`src/smx_pkg.sv`:
```
// smx_pkg: shared types, opcodes, fault codes and sizes of the stack machine executor
// no dependencies
`default_nettype none
package smx_pkg;

  localparam int STACK_DEPTH = 1024;
  localparam int DATA_DEPTH  = 1024;
  localparam int CODE_DEPTH  = 4096;

  localparam int SP_W = 10;
  localparam int IP_W = 12;
  localparam int DA_W = $clog2(DATA_DEPTH);
  localparam int FB_W = 10;

  typedef enum logic [4:0] {
    OP_JMP   = 5'd1,
    OP_JNZ   = 5'd2,
    OP_LT    = 5'd3,
    OP_MUL   = 5'd4,
    OP_FRAME = 5'd5,
    OP_LOAD  = 5'd6,
    OP_STORE = 5'd7,
    OP_LI    = 5'd11,
    OP_ADD   = 5'd12,
    OP_SUB   = 5'd13,
    OP_DIV   = 5'd14,
    OP_AND   = 5'd15,
    OP_OR    = 5'd16,
    OP_NOT   = 5'd17,
    OP_EQ    = 5'd18,
    OP_GT    = 5'd19,
    OP_DUP   = 5'd20,
    OP_DROP  = 5'd21,
    OP_NEG   = 5'd22,
    OP_STOP  = 5'd23,
    OP_ZERO  = 5'd24,
    OP_NE    = 5'd25
  } op_t;

  typedef enum logic [2:0] {
    FLT_NONE  = 3'd0,
    FLT_OVER  = 3'd1,
    FLT_UNDER = 3'd2,
    FLT_DIVZ  = 3'd3,
    FLT_DADDR = 3'd4,
    FLT_JADDR = 3'd5,
    FLT_BADOP = 3'd6
  } fault_t;

  typedef enum logic [2:0] {
    ST_CLEAR,
    ST_IDLE,
    ST_EXEC,
    ST_LOAD,
    ST_DIV,
    ST_WB,
    ST_POP2,
    ST_OUT
  } state_t;

  typedef struct packed {
    logic [4:0]         op;
    logic signed [31:0] immediate;
  } in_item_t;

  typedef struct packed {
    logic [11:0]        next_ip;
    logic signed [31:0] top_value;
    logic [9:0]         stack_level;
    logic               halted;
    logic [2:0]         fault;
  } out_item_t;

  typedef struct packed {
    logic [4:0]  op;
    logic [31:0] imm;
    logic [1:0]  need;
    logic        push;
    logic        bad;
  } dec_t;

endpackage
`default_nettype wire

```
`src/smx_front.sv`:
```
// smx_front: accepts instructions, classifies opcodes and queues them for the back end
// depends on smx_pkg
`default_nettype none
module smx_front import smx_pkg::*; (
  input  wire logic     clk,
  input  wire logic     rst_n,
  input  wire logic     in_valid,
  output logic          in_stall,
  input  wire in_item_t in_data,
  input  wire logic     hold,
  output logic          q_valid,
  output dec_t          q_data,
  input  wire logic     q_pop
);

  dec_t       ent_r [2];
  logic       wp_r, wp_nxt, rp_r, rp_nxt;
  logic [1:0] cnt_r, cnt_nxt;
  logic       push_w;
  dec_t       dec_w;

  always_comb begin
    dec_w.op   = in_data.op;
    dec_w.imm  = in_data.immediate;
    dec_w.need = 2'd0;
    dec_w.push = 1'b0;
    dec_w.bad  = 1'b0;
    case (in_data.op)
      OP_JMP, OP_DROP, OP_LT, OP_MUL, OP_ADD, OP_SUB, OP_DIV, OP_AND,
      OP_OR, OP_EQ, OP_GT, OP_NE: dec_w.need = 2'd1;
      OP_JNZ, OP_STORE: dec_w.need = 2'd2;
      OP_FRAME, OP_LOAD, OP_NOT, OP_NEG, OP_STOP: dec_w.need = 2'd0;
      OP_LI, OP_DUP, OP_ZERO: dec_w.push = 1'b1;
      default: dec_w.bad = 1'b1;
    endcase
  end

  assign in_stall = (cnt_r == 2'd2) || hold;
  assign push_w   = in_valid && !in_stall;
  assign q_valid  = (cnt_r != 2'd0);
  assign q_data   = ent_r[rp_r];

  always_comb begin
    wp_nxt  = push_w ? ~wp_r : wp_r;
    rp_nxt  = q_pop ? ~rp_r : rp_r;
    cnt_nxt = cnt_r + 2'(push_w) - 2'(q_pop);
  end

  always_ff @(posedge clk) begin
    if (!rst_n) begin
      wp_r  <= 1'b0;
      rp_r  <= 1'b0;
      cnt_r <= 2'd0;
    end else begin
      wp_r  <= wp_nxt;
      rp_r  <= rp_nxt;
      cnt_r <= cnt_nxt;
    end
  end

  always_ff @(posedge clk) begin
    if (push_w) begin
      ent_r[wp_r] <= dec_w;
    end
  end

endmodule
`default_nettype wire

```
`config.mk`:
```
export PLATFORM = sky130hd
export DESIGN_NAME = smx_front
export DESIGN_NICKNAME = d
export VERILOG_FILES = /design/src/smx_pkg.sv /design/src/smx_front.sv
export SDC_FILE = /design/constraint.sdc
export NUM_CORES = 1
export LEC_CHECK = 0
export BUFFER_PORTS_ARGS = -buffer_cell sky130_fd_sc_hd__buf_4
export CORE_MARGIN = 2
export CORE_UTILIZATION = 30
export CTS_BUF_LIST = sky130_fd_sc_hd__clkbuf_8
export DETAILED_ROUTE_END_ITERATION = 12
export PLACE_DENSITY_LB_ADDON = 0.25
export SYNTH_ARGS = -nofsm -noshare
export SYNTH_HDL_FRONTEND = slang
export SYNTH_SLANG_ARGS = --single-unit
```
`constraint.sdc`:
```
create_clock -name clk -period 6.7 [get_ports clk]
set_input_delay 0.335 -clock clk [delete_from_list [all_inputs] [get_ports clk]]
set_output_delay 0.335 -clock clk [all_outputs]
set_load 0.03 [all_outputs]
```
==> flow_summary_export.csv, run 1 <==
group,metric,value,unit
outcome,status,"finished clean",
clock_network,worstSkewPairLatency,0.35,ns
global_routing,first_pass_grt_wire_length,8.590,mm
sta,totalNegativeSetupSlack,0,ns
clock_network,cts_tree,"built",
global_routing,global_route.usage.met1,11.51,%
sta,final_hold_viol_count,0,
critical_path,worst-r2r-cell-count,3,
critical_path,worst_r2r_startpoint,"cnt_r[1]$_SDFF_PN0_",
floorplanning,num_rows,38,
floorplanning,floorplan.io_pins,85,
synthesis,mapped_area,3331,sq um
placed_design,port_buffers,84,
sta,timing.hold.ws,0.1667,ns
critical_path,reg2reg_setup_slack,4.71,ns
detailed_routing,detail_route.wl_per_cell,13.85,microns
sta,timing.clock.skew,0.009095,ns
sta,timing_max_transition_violations_final,0,
floorplanning,dieHeight,109.4,microns
sta,grt_setup_unrepaired,"false",
min_path,worstHoldPathType,"in2reg",
placed_design,place_inst,398,
placed_design,hpwl,3.542,mm
floorplanning,core_area,10840,sq um
clock_network,cts-buffers-inserted,9,
detailed_routing,drt-total-wl,5.733,mm
power,peakVddDrop,0.00008279,V
synthesis,portion_of_the_post_synthesis_area_used_by_sequential_elements,76.93,%
sta,min_period,2.305,ns
critical_path,cell_breakdown_of_the_critical_path,"mux2_2 > buf_4",
critical_path,cp_data_required_time,6.36,ns
synthesis,postSynthRegisterBits,87,
global_routing,grt-busiest-layer,"met2",
power,p_total,1.217,mW
min_path,hold_path_depth,1,
synthesis,postSynthNetCount,223,
cells_and_area,antenna-diode-count,0,
clock_network,cts.hold.buffers_added,0,
detailed_routing,post-route-drc-count,0,
power,power_leakage,1.593,nW
sta,period_share,34.40,%
global_routing,gr-total-overflow,0,
critical_path,end_kind,"output port",
synthesis,avgSynthCellArea,18.61,sq um
global_routing,antenna_violations_before_repair,0,
detailed_routing,number_of_iterations_in_the_first_detailed_routing_pass,4,
critical_path,maximum_single_stage_delay_on_the_critical_path,1.01,ns
cells_and_area,drive_gt1_share,54.01,%
clock_network,cts.htree.levels,3,
global_routing,first_global_vias,1804,
cells_and_area,number_of_nets_in_the_layout,313,
synthesis,synth_cell_types,26,
critical_path,cp.arrival,1.97,ns
cells_and_area,commonest_non_fill_non_tap_cell_in_the_layout,"sky130_fd_sc_hd__buf_4",
cells_and_area,finish.cell_count_without_fillers,414,
sta,report.final.setup_viol,0,
clock_network,cts.root.buffer_cell,"sky130_fd_sc_hd__clkbuf_8",
detailed_routing,ant_nets,0,
synthesis,postSynthCellCount,179,
clock_network,cts_repair_resize_count,0,
job,maxCapViolations,0,
cells_and_area,area_growth,29.86,%
global_routing,gr_util_met2,15.96,%
cells_and_area,layout.cells.most_common_list,"sky130_fd_sc_hd__buf_4 (85), sky130_fd_sc_hd__edfxtp_1 (82), sky130_fd_sc_hd__mux2_2 (41)",
detailed_routing,drt-vias-per-instance,4.254,
sta,tightestPinTransition,1.030,ns
global_routing,groute.usage.overall,9.987,%
global_routing,global_route.usage.met3,2.490,%
critical_path,timing.critical_path.fanout_max,41,
critical_path,cpLargestDelayFamily,"flip-flops",
min_path,holdCritStartpoint,"in_data[30]",
clock_network,clockBufferDepth,2,
floorplanning,initial_core_util,30.72,%
global_routing,grt_start_max_net_pins,42,
sta,max_clock_freq,433.8,MHz
floorplanning,chipWidth,109.4,microns
power,power-per-cell-area,281.3,nW/um^2
min_path,min_delay_worst_endpoint,"ent_r[0][34]$_DFFE_PP_",
cells_and_area,postLayoutCoreUtil,39.90,%
floorplanning,die-area,11960,sq um
detailed_routing,drt-initial-drc-count,58,
synthesis,yosys_warnings,0,
clock_network,clock_sinks,87,
placed_design,place_congestion,0.7263,
clock_network,post_cts.repair.setup_buffers,0,
detailed_routing,vias,1761,
critical_path,critical_path_buf_inv_count,1,
critical_path,setup.worst_path.class,"reg2out",
clock_network,register_clock_pin_slew_on_the_reported_worst_setup_and_hold_paths,0.09,ns
critical_path,cp-start-kind,"flop",
sta,timing.max_slew.rel_slack,31.34,%
critical_path,slowest_cp_cell,"sky130_fd_sc_hd__dfxtp_2",
critical_path,worstReg2RegEnd,"ent_r[0][26]$_DFFE_PP_",
per-stage QoR:
step / setup WS [ns] / instance area (sq um)
finish: 4.395 / 4325
global route: 4.205 / 4325
CTS: 4.273 / 4325
detailed placement: 4.594 / 4124
global placement: 4.576 / 4124
floorplan: 3.660 / 3331
cells in the mapped netlist:
master	number	area share, %
sky130_fd_sc_hd__xor2_1	3	0.79
sky130_fd_sc_hd__ha_1	2	0.75
sky130_fd_sc_hd__nor3_1	1	0.15
sky130_fd_sc_hd__o21ai_0	1	0.15
sky130_fd_sc_hd__xnor2_1	2	0.53
sky130_fd_sc_hd__buf_2	5	0.75
sky130_fd_sc_hd__nand2_1	3	0.34
sky130_fd_sc_hd__clkbuf_1	1	0.11
sky130_fd_sc_hd__o22ai_1	1	0.19
sky130_fd_sc_hd__mux2_2	41	14
sky130_fd_sc_hd__and2_1	2	0.38
sky130_fd_sc_hd__nor2b_4	1	0.41
sky130_fd_sc_hd__nor2b_1	1	0.19
sky130_fd_sc_hd__dfxtp_1	5	3.0
sky130_fd_sc_hd__nor2_1	9	1.0
sky130_fd_sc_hd__edfxtp_1	82	74
sky130_fd_sc_hd__o31ai_1	3	0.68
sky130_fd_sc_hd__or3_2	1	0.23
sky130_fd_sc_hd__or4_4	1	0.34
sky130_fd_sc_hd__a21oi_1	2	0.30
sky130_fd_sc_hd__or2_2	2	0.38
sky130_fd_sc_hd__a22oi_1	1	0.23
sky130_fd_sc_hd__inv_1	6	0.68
sky130_fd_sc_hd__a221oi_1	1	0.26
sky130_fd_sc_hd__nand3_1	1	0.15
sky130_fd_sc_hd__a211oi_1	1	0.23
kinds of logic (layout without fill, tap and decap cells):
kind of cell	after synthesis	in the layout	share of synthesized area (%)
multiplexers	41	41	13.86
AO/OA/AOI/OAI	10	10	2.029
adder cells (fa/ha/maj)	2	2	0.7512
AND/OR/NAND/NOR	22	22	3.568
XOR/XNOR	5	5	1.315
buffers and inverters	12	107	1.540
flip-flops	87	87	76.93
layout make-up:
type	instances	area (sq um)
Clock inverter	5	50.05
Multi-Input combinational cell	80	724.4
Tap cell	140	175.2
Clock buffer	11	151.4
Sequential cell	87	2564
Inverter	6	22.52
Timing Repair Buffer	85	638.1
Fill cell	1010	6515
sequential cells by signal, summed over array words and instances, names as in the netlist, named ones only:
name	cells
ent_r	82
cnt_r	2
rp_r	1
wp_r	1
where the power goes:
part           internal (mW)  switching, mW  total, mW
Combinational         0.0923          0.115      0.207
Clock                  0.190          0.173      0.362
Sequential             0.630         0.0183      0.648
Total                  0.911          0.305       1.22
worst max-delay path by stage:
stage                                       end  slack (ns)  cells after the start
after floorplan           ent_r[1][0]$_DFFE_PP_        3.66                      3
after CTS                             q_data[3]        4.27                      2
after global routing                  q_data[3]        4.20                      2
final                                 q_data[3]        4.39                      2
after detailed placement  ent_r[0][4]$_DFFE_PP_        4.59                      4
after global placement    ent_r[0][8]$_DFFE_PP_        4.58                      4
routing by layer:
layer  wire length [microns]  part of all wire, %  vias to the layer above
met1                    2554                   45                      843
met2                    2768                   48                       53
met5                       0                    0                        -
met3                     285                  5.0                        9
met4                     125                  2.2                        0
li1                        -                    -                      856
worst register-to-register path, delay by kind of cell (launching register included):
| family | cells | cell delay (ns) |
|---|---|---|
| simple gates | 2 | 0.56 |
| flops | 1 | 0.34 |
| buf+inv | 1 | 0.70 |
Power figures use the tool's default switching activity.
==> run 2, diff against run 1 <==
==> constraint.sdc (replaced) <==
create_clock -name clk -period 1.9 [get_ports clk]
set_input_delay 0.095 -clock clk [delete_from_list [all_inputs] [get_ports clk]]
set_output_delay 0.095 -clock clk [all_outputs]
set_load 0.03 [all_outputs]
==> flow_summary_export.csv, run 2 (same netlist as run 1, synthesis figures left out) <==
group,metric,value,unit
global_routing,gr-total-overflow,0,
cells_and_area,top_regs,"ent_r x82, cnt_r x2",
critical_path,worst_setup_path_startpoint,"cnt_r[1]$_SDFF_PN0_",
detailed_routing,post-route-drc-count,0,
clock_network,clockBufferDepth,2,
floorplanning,chipWidth,109.4,microns
sta,min_period,1.773,ns
cells_and_area,area_growth,42.19,%
floorplanning,dieHeight,109.4,microns
sta,final_hold_viol_count,0,
cells_and_area,reg_with_most_ffs,"ent_r",
clock_network,post_cts.repair.setup_buffers,0,
detailed_routing,drt-initial-drc-count,93,
cells_and_area,number_of_nets_in_the_layout,355,
outcome,status,"finished clean",
job,maxCapViolations,0,
critical_path,timing.critical_path.fanout_max,4,
detailed_routing,detail_route.wl_per_cell,13.71,microns
sta,grt_setup_unrepaired,"false",
clock_network,worstSkewPairLatency,0.34,ns
sta,timing.hold.ws,0.02766,ns
sta,max_clock_freq,564.1,MHz
sta,timing.final.ws_setup,0.1273,ns
critical_path,worstReg2RegEnd,"cnt_r[1]$_SDFF_PN0_",
floorplanning,core_area,10840,sq um
power,power_leakage,1.752,nW
cells_and_area,multi_input_area,728.2,sq um
global_routing,antenna_violations_before_repair,0,
critical_path,cp_data_required_time,2.14,ns
critical_path,cp-start-kind,"flop",
detailed_routing,drt-total-wl,6.251,mm
sta,timing.max_slew.rel_slack,79.17,%
cells_and_area,antenna-diode-count,0,
power,peakVddDrop,0.0003067,V
critical_path,worst-r2r-cell-count,8,
floorplanning,die-area,11960,sq um
clock_network,cts-buffers-inserted,9,
sta,timing.clock.skew,0.006823,ns
floorplanning,initial_core_util,30.72,%
clock_network,cts_tree,"built",
critical_path,worst_r2r_startpoint,"cnt_r[1]$_SDFF_PN0_",
placed_design,hpwl,3.998,mm
placed_design,placement.setup.worst_slack,0.1512,ns
power,power-per-cell-area,889.0,nW/um^2
critical_path,setup.worst_path.class,"reg2reg",
cells_and_area,drive_gt1_share,48.73,%
global_routing,grt_start_max_net_pins,27,
cells_and_area,n_fill_cell,1018,
sta,totalNegativeSetupSlack,0,ns
floorplanning,floorplan.io_pins,85,
detailed_routing,vias,1962,
placed_design,port_buffers,84,
cells_and_area,seqCellArea,2565,sq um
cells_and_area,layout.cells.most_common_list,"sky130_fd_sc_hd__buf_4 (88), sky130_fd_sc_hd__edfxtp_1 (82), sky130_fd_sc_hd__mux2_2 (41)",
global_routing,groute.usage.overall,10.91,%
sta,period_share,93.30,%
global_routing,first_pass_grt_wire_length,9.597,mm
sta,tightestPinTransition,0.3124,ns
placed_design,place_congestion,0.7577,
detailed_routing,ant_nets,0,
global_routing,first_global_vias,1992,
critical_path,cp.arrival,2.01,ns
clock_network,register_clock_pin_slew_on_the_reported_worst_setup_and_hold_paths,0.08,ns
min_path,worstHoldPathType,"in2reg",
critical_path,reg2reg_setup_slack,0.13,ns
floorplanning,num_rows,38,
sta,timing_max_transition_violations_final,0,
clock_network,cts.htree.levels,3,
clock_network,cts.root.buffer_cell,"sky130_fd_sc_hd__clkbuf_8",
detailed_routing,drt-vias-per-instance,4.303,
cells_and_area,finish.instance_area,4736,sq um
critical_path,end_kind,"flop",
cells_and_area,largest_reg_flops,82,
placed_design,placedInstanceArea,4194,sq um
sta,report.final.setup_viol,0,
cells_and_area,commonest_non_fill_non_tap_cell_in_the_layout,"sky130_fd_sc_hd__buf_4",
detailed_routing,number_of_iterations_in_the_first_detailed_routing_pass,4,
critical_path,critical_path.endpoint,"cnt_r[1]$_SDFF_PN0_",
clock_network,clock_sinks,87,
-- run 2: cell types whose count changed in the layout (fill, tap and decap cells not counted), moves of 2 or more --
cell                            before  now
sky130_fd_sc_hd__inv_6               0    2
sky130_fd_sc_hd__buf_12              0    2
sky130_fd_sc_hd__clkbuf_8           11    9
sky130_fd_sc_hd__clkinv_1            0    2
sky130_fd_sc_hd__inv_1               7    5
sky130_fd_sc_hd__dlygate4sd3_1       0   37
sky130_fd_sc_hd__buf_4              85   88
-- run 2: area by class of cell --
type,instances,share of cell area (%)
Clock inverter,7,0.9775
Multi-Input combinational cell,80,15.38
Timing Repair Buffer,127,22.62
Clock buffer,9,2.616
Inverter,6,0.5548
Tap cell,140,3.699
Sequential cell,87,54.16
-- run 2: how the worst min path moves through the flow --
stage	startpoint	endpoint	slack, ns	cells past startpoint
detailed placement	in_data[22]	ent_r[1][26]$_DFFE_PP_	0.28	1
floorplan	in_data[6]	ent_r[0][10]$_DFFE_PP_	0.19	0
global placement	in_data[22]	ent_r[1][26]$_DFFE_PP_	0.28	1
finish	q_pop	rp_r$_SDFFE_PN0P_	0.03	3
CTS	q_pop	rp_r$_SDFFE_PN0P_	0.003	3
global route	q_pop	rp_r$_SDFFE_PN0P_	0.002	3
-- run 2: power by group --
group	total, mW	switching (mW)	internal, mW
Combinational	0.860	0.463	0.397
Sequential	2.25	0.0293	2.22
Clock	1.10	0.627	0.475
Total	4.21	1.12	3.09
-- run 2: per-stage QoR --
stage	util (%)	instances	power, mW
3_5_place_dp	38.69	403	3.102
6_report	43.69	456	4.210
5_1_grt	43.69	456	4.424
2_1_floorplan	-	179	2.781
3_3_place_gp	38.69	403	3.094
4_1_cts	43.68	456	4.278
-- run 2: timing repair --
action                                  CTS  global route
endpoints found under the hold margin    73             0
endpoints found under the setup margin    0             1
resized for setup                         0             1
hold buffers                             37             0
-- run 2: critical path, cell delays in order (launching register included) --
cell	delay (ns)
sky130_fd_sc_hd__dfxtp_2	0.34
sky130_fd_sc_hd__nor2b_4	0.13
sky130_fd_sc_hd__or3_4	0.35
sky130_fd_sc_hd__ha_1	0.29
sky130_fd_sc_hd__inv_1	0.04
sky130_fd_sc_hd__ha_1	0.17
sky130_fd_sc_hd__xor2_1	0.15
sky130_fd_sc_hd__xnor2_1	0.16
sky130_fd_sc_hd__nor2_1	0.05
-- run 2: per-layer routing --
layer  up-vias  share of wire [%]  GRT usage [%]
met5         -                  0              0
met4         0                1.6          5.425
met3         8                4.9          3.497
met2        48                 51          18.43
met1       962                 43          12.42
li1        944                  -              -
==> run 3, diff against run 2 <==
--- a/config.mk
+++ b/config.mk
@@ -6,7 +6,6 @@
 export NUM_CORES = 1
 export LEC_CHECK = 0
 export BUFFER_PORTS_ARGS = -buffer_cell sky130_fd_sc_hd__buf_4
-export CORE_MARGIN = 2
 export CORE_UTILIZATION = 30
 export CTS_BUF_LIST = sky130_fd_sc_hd__clkbuf_8
 export DETAILED_ROUTE_END_ITERATION = 12
==> flow_summary_export.csv, run 3 (same netlist as run 1, synthesis figures left out) <==
group,metric,value,unit
outcome,status,"finished clean",
critical_path,setup.worst_path.class,"reg2reg",
sta,totalNegativeSetupSlack,0,ns
detailed_routing,drt-initial-drc-count,66,
floorplanning,dieHeight,107.4,microns
placed_design,hpwl,3.980,mm
detailed_routing,ant_nets,0,
floorplanning,chipWidth,107.4,microns
critical_path,cp_data_required_time,2.15,ns
cells_and_area,multi_input_area,728.2,sq um
cells_and_area,postLayoutCoreUtil,44.49,%
min_path,worstHoldPathType,"in2reg",
clock_network,cts_repair_resize_count,0,
placed_design,port_buffers,84,
cells_and_area,drive_gt1_share,48.57,%
sta,min_period,1.775,ns
clock_network,cts.htree.levels,3,
global_routing,first_global_vias,2058,
cells_and_area,reg_with_most_ffs,"ent_r",
critical_path,timing.critical_path.fanout_max,4,
floorplanning,initial_core_util,30.72,%
cells_and_area,seqCellArea,2564,sq um
clock_network,post_cts.repair.setup_buffers,0,
clock_network,clockBufferDepth,2,
clock_network,cts_tree,"built",
power,peakVddDrop,0.0004473,V
cells_and_area,finish.instance_area,4823,sq um
sta,final_hold_viol_count,0,
critical_path,reg2reg_setup_slack,0.13,ns
clock_network,cts.root.buffer_cell,"sky130_fd_sc_hd__clkbuf_8",
clock_network,worstSkewPairLatency,0.34,ns
cells_and_area,number_of_nets_in_the_layout,355,
critical_path,end_kind,"flop",
job,maxCapViolations,0,
detailed_routing,drt-vias-per-instance,4.356,
sta,timing.clock.skew,0.01039,ns
power,power-per-cell-area,953.8,nW/um^2
clock_network,cts-buffers-inserted,9,
sta,grt_setup_unrepaired,"false",
sta,period_share,93.41,%
sta,max_clock_freq,563.4,MHz
cells_and_area,largest_reg_flops,82,
sta,report.final.setup_viol,0,
cells_and_area,area_growth,44.82,%
detailed_routing,post-route-drc-count,0,
sta,timing_max_transition_violations_final,0,
placed_design,placedInstanceArea,4219,sq um
global_routing,first_pass_grt_wire_length,9.894,mm
cells_and_area,layout.cells.most_common_list,"sky130_fd_sc_hd__buf_4 (86), sky130_fd_sc_hd__edfxtp_1 (82), sky130_fd_sc_hd__mux2_2 (41)",
detailed_routing,drt-total-wl,6.295,mm
floorplanning,num_rows,38,
detailed_routing,vias,1982,
floorplanning,die-area,11530,sq um
power,power_leakage,1.786,nW
placed_design,placement.setup.worst_slack,0.1416,ns
placed_design,place_congestion,0.7320,
global_routing,groute.usage.overall,11.72,%
cells_and_area,antenna-diode-count,0,
global_routing,grt_start_max_net_pins,30,
sta,tightestPinTransition,0.4161,ns
floorplanning,core_area,10840,sq um
detailed_routing,number_of_iterations_in_the_first_detailed_routing_pass,4,
floorplanning,floorplan.io_pins,85,
critical_path,cp-start-kind,"flop",
detailed_routing,detail_route.wl_per_cell,13.84,microns
global_routing,antenna_violations_before_repair,0,
cells_and_area,top_regs,"ent_r x82, cnt_r x2",
cells_and_area,n_fill_cell,1005,
sta,timing.max_slew.rel_slack,72.26,%
cells_and_area,commonest_non_fill_non_tap_cell_in_the_layout,"sky130_fd_sc_hd__buf_4",
global_routing,gr-total-overflow,0,
power,p_total,4.600,mW
clock_network,register_clock_pin_slew_on_the_reported_worst_setup_and_hold_paths,0.09,ns
sta,timing.final.ws_setup,0.1252,ns
critical_path,cp.arrival,2.02,ns
clock_network,clock_sinks,87,
[run 3: cell count changes in the layout (fill, tap and decap cells not counted)]
cell / delta
sky130_fd_sc_hd__buf_12: +2
sky130_fd_sc_hd__dfxtp_2: -1
sky130_fd_sc_hd__inv_6: -2
sky130_fd_sc_hd__bufinv_16: +3
sky130_fd_sc_hd__clkinv_2: -1
sky130_fd_sc_hd__dfxtp_1: +1
sky130_fd_sc_hd__clkinv_1: -1
sky130_fd_sc_hd__buf_4: -2
[run 3: cell type report]
cell class,instances,area share (%)
timing repair buffer,127,22.72
multi-input combinational,80,15.10
clock buffer,9,2.568
tap,140,3.632
clock inverter,6,2.283
inverter,6,0.5447
sequential,87,53.15
[run 3: worst paths after layout]
check,start,endpoint,cells after the start
min reg2reg,wp_r$_SDFFE_PN0P_,wp_r$_SDFFE_PN0P_,2
min,in_data[34],ent_r[1][38]$_DFFE_PP_,1
max,cnt_r[1]$_SDFF_PN0_,cnt_r[1]$_SDFF_PN0_,8
max reg2reg,cnt_r[1]$_SDFF_PN0_,cnt_r[1]$_SDFF_PN0_,8
[run 3: through the flow]
| step | cells | hold slack (ns) |
|---|---|---|
| final | 455 | 0.02771 |
| after global routing | 455 | 0.0003362 |
| after CTS | 455 | 0.004362 |
| after detailed placement | 403 | 0.2833 |
| after global placement | 403 | 0.2802 |
| after floorplan | 179 | 0.1939 |
[run 3: routing by layer]
layer  part of all wire (%)  track usage, %  wire [microns]  vias to the layer above
met1                     42           13.18            2647                      986
met2                     53           20.28            3329                       48
met4                    1.3           5.284              83                        0
li1                       -               -               -                      942
met3                    3.7           3.692             235                        6
met5                      0               0               0                        -
[run 3: worst max-delay path, stage by stage, from the launching register on]
cell and delay [ns]:
sky130_fd_sc_hd__dfxtp_1 0.34, sky130_fd_sc_hd__nor2b_4 0.14, sky130_fd_sc_hd__or3_4 0.35, sky130_fd_sc_hd__ha_1 0.28, sky130_fd_sc_hd__inv_1 0.04, sky130_fd_sc_hd__ha_1 0.17, sky130_fd_sc_hd__xor2_1 0.17, sky130_fd_sc_hd__xnor2_1 0.14
sky130_fd_sc_hd__nor2_1 0.05
[run 3: what timing repair did]
item | in CTS | in global routing
setup endpoints to repair | 0 | 0
hold buffers | 37 | 0
hold endpoints to repair | 73 | 0
[run 3: power by group]
part	leakage [nW]	internal, mW	switching [mW]
sequential	0.794	2.22	0.0293
combinational	0.879	0.405	0.464
clock	0.113	0.864	0.621
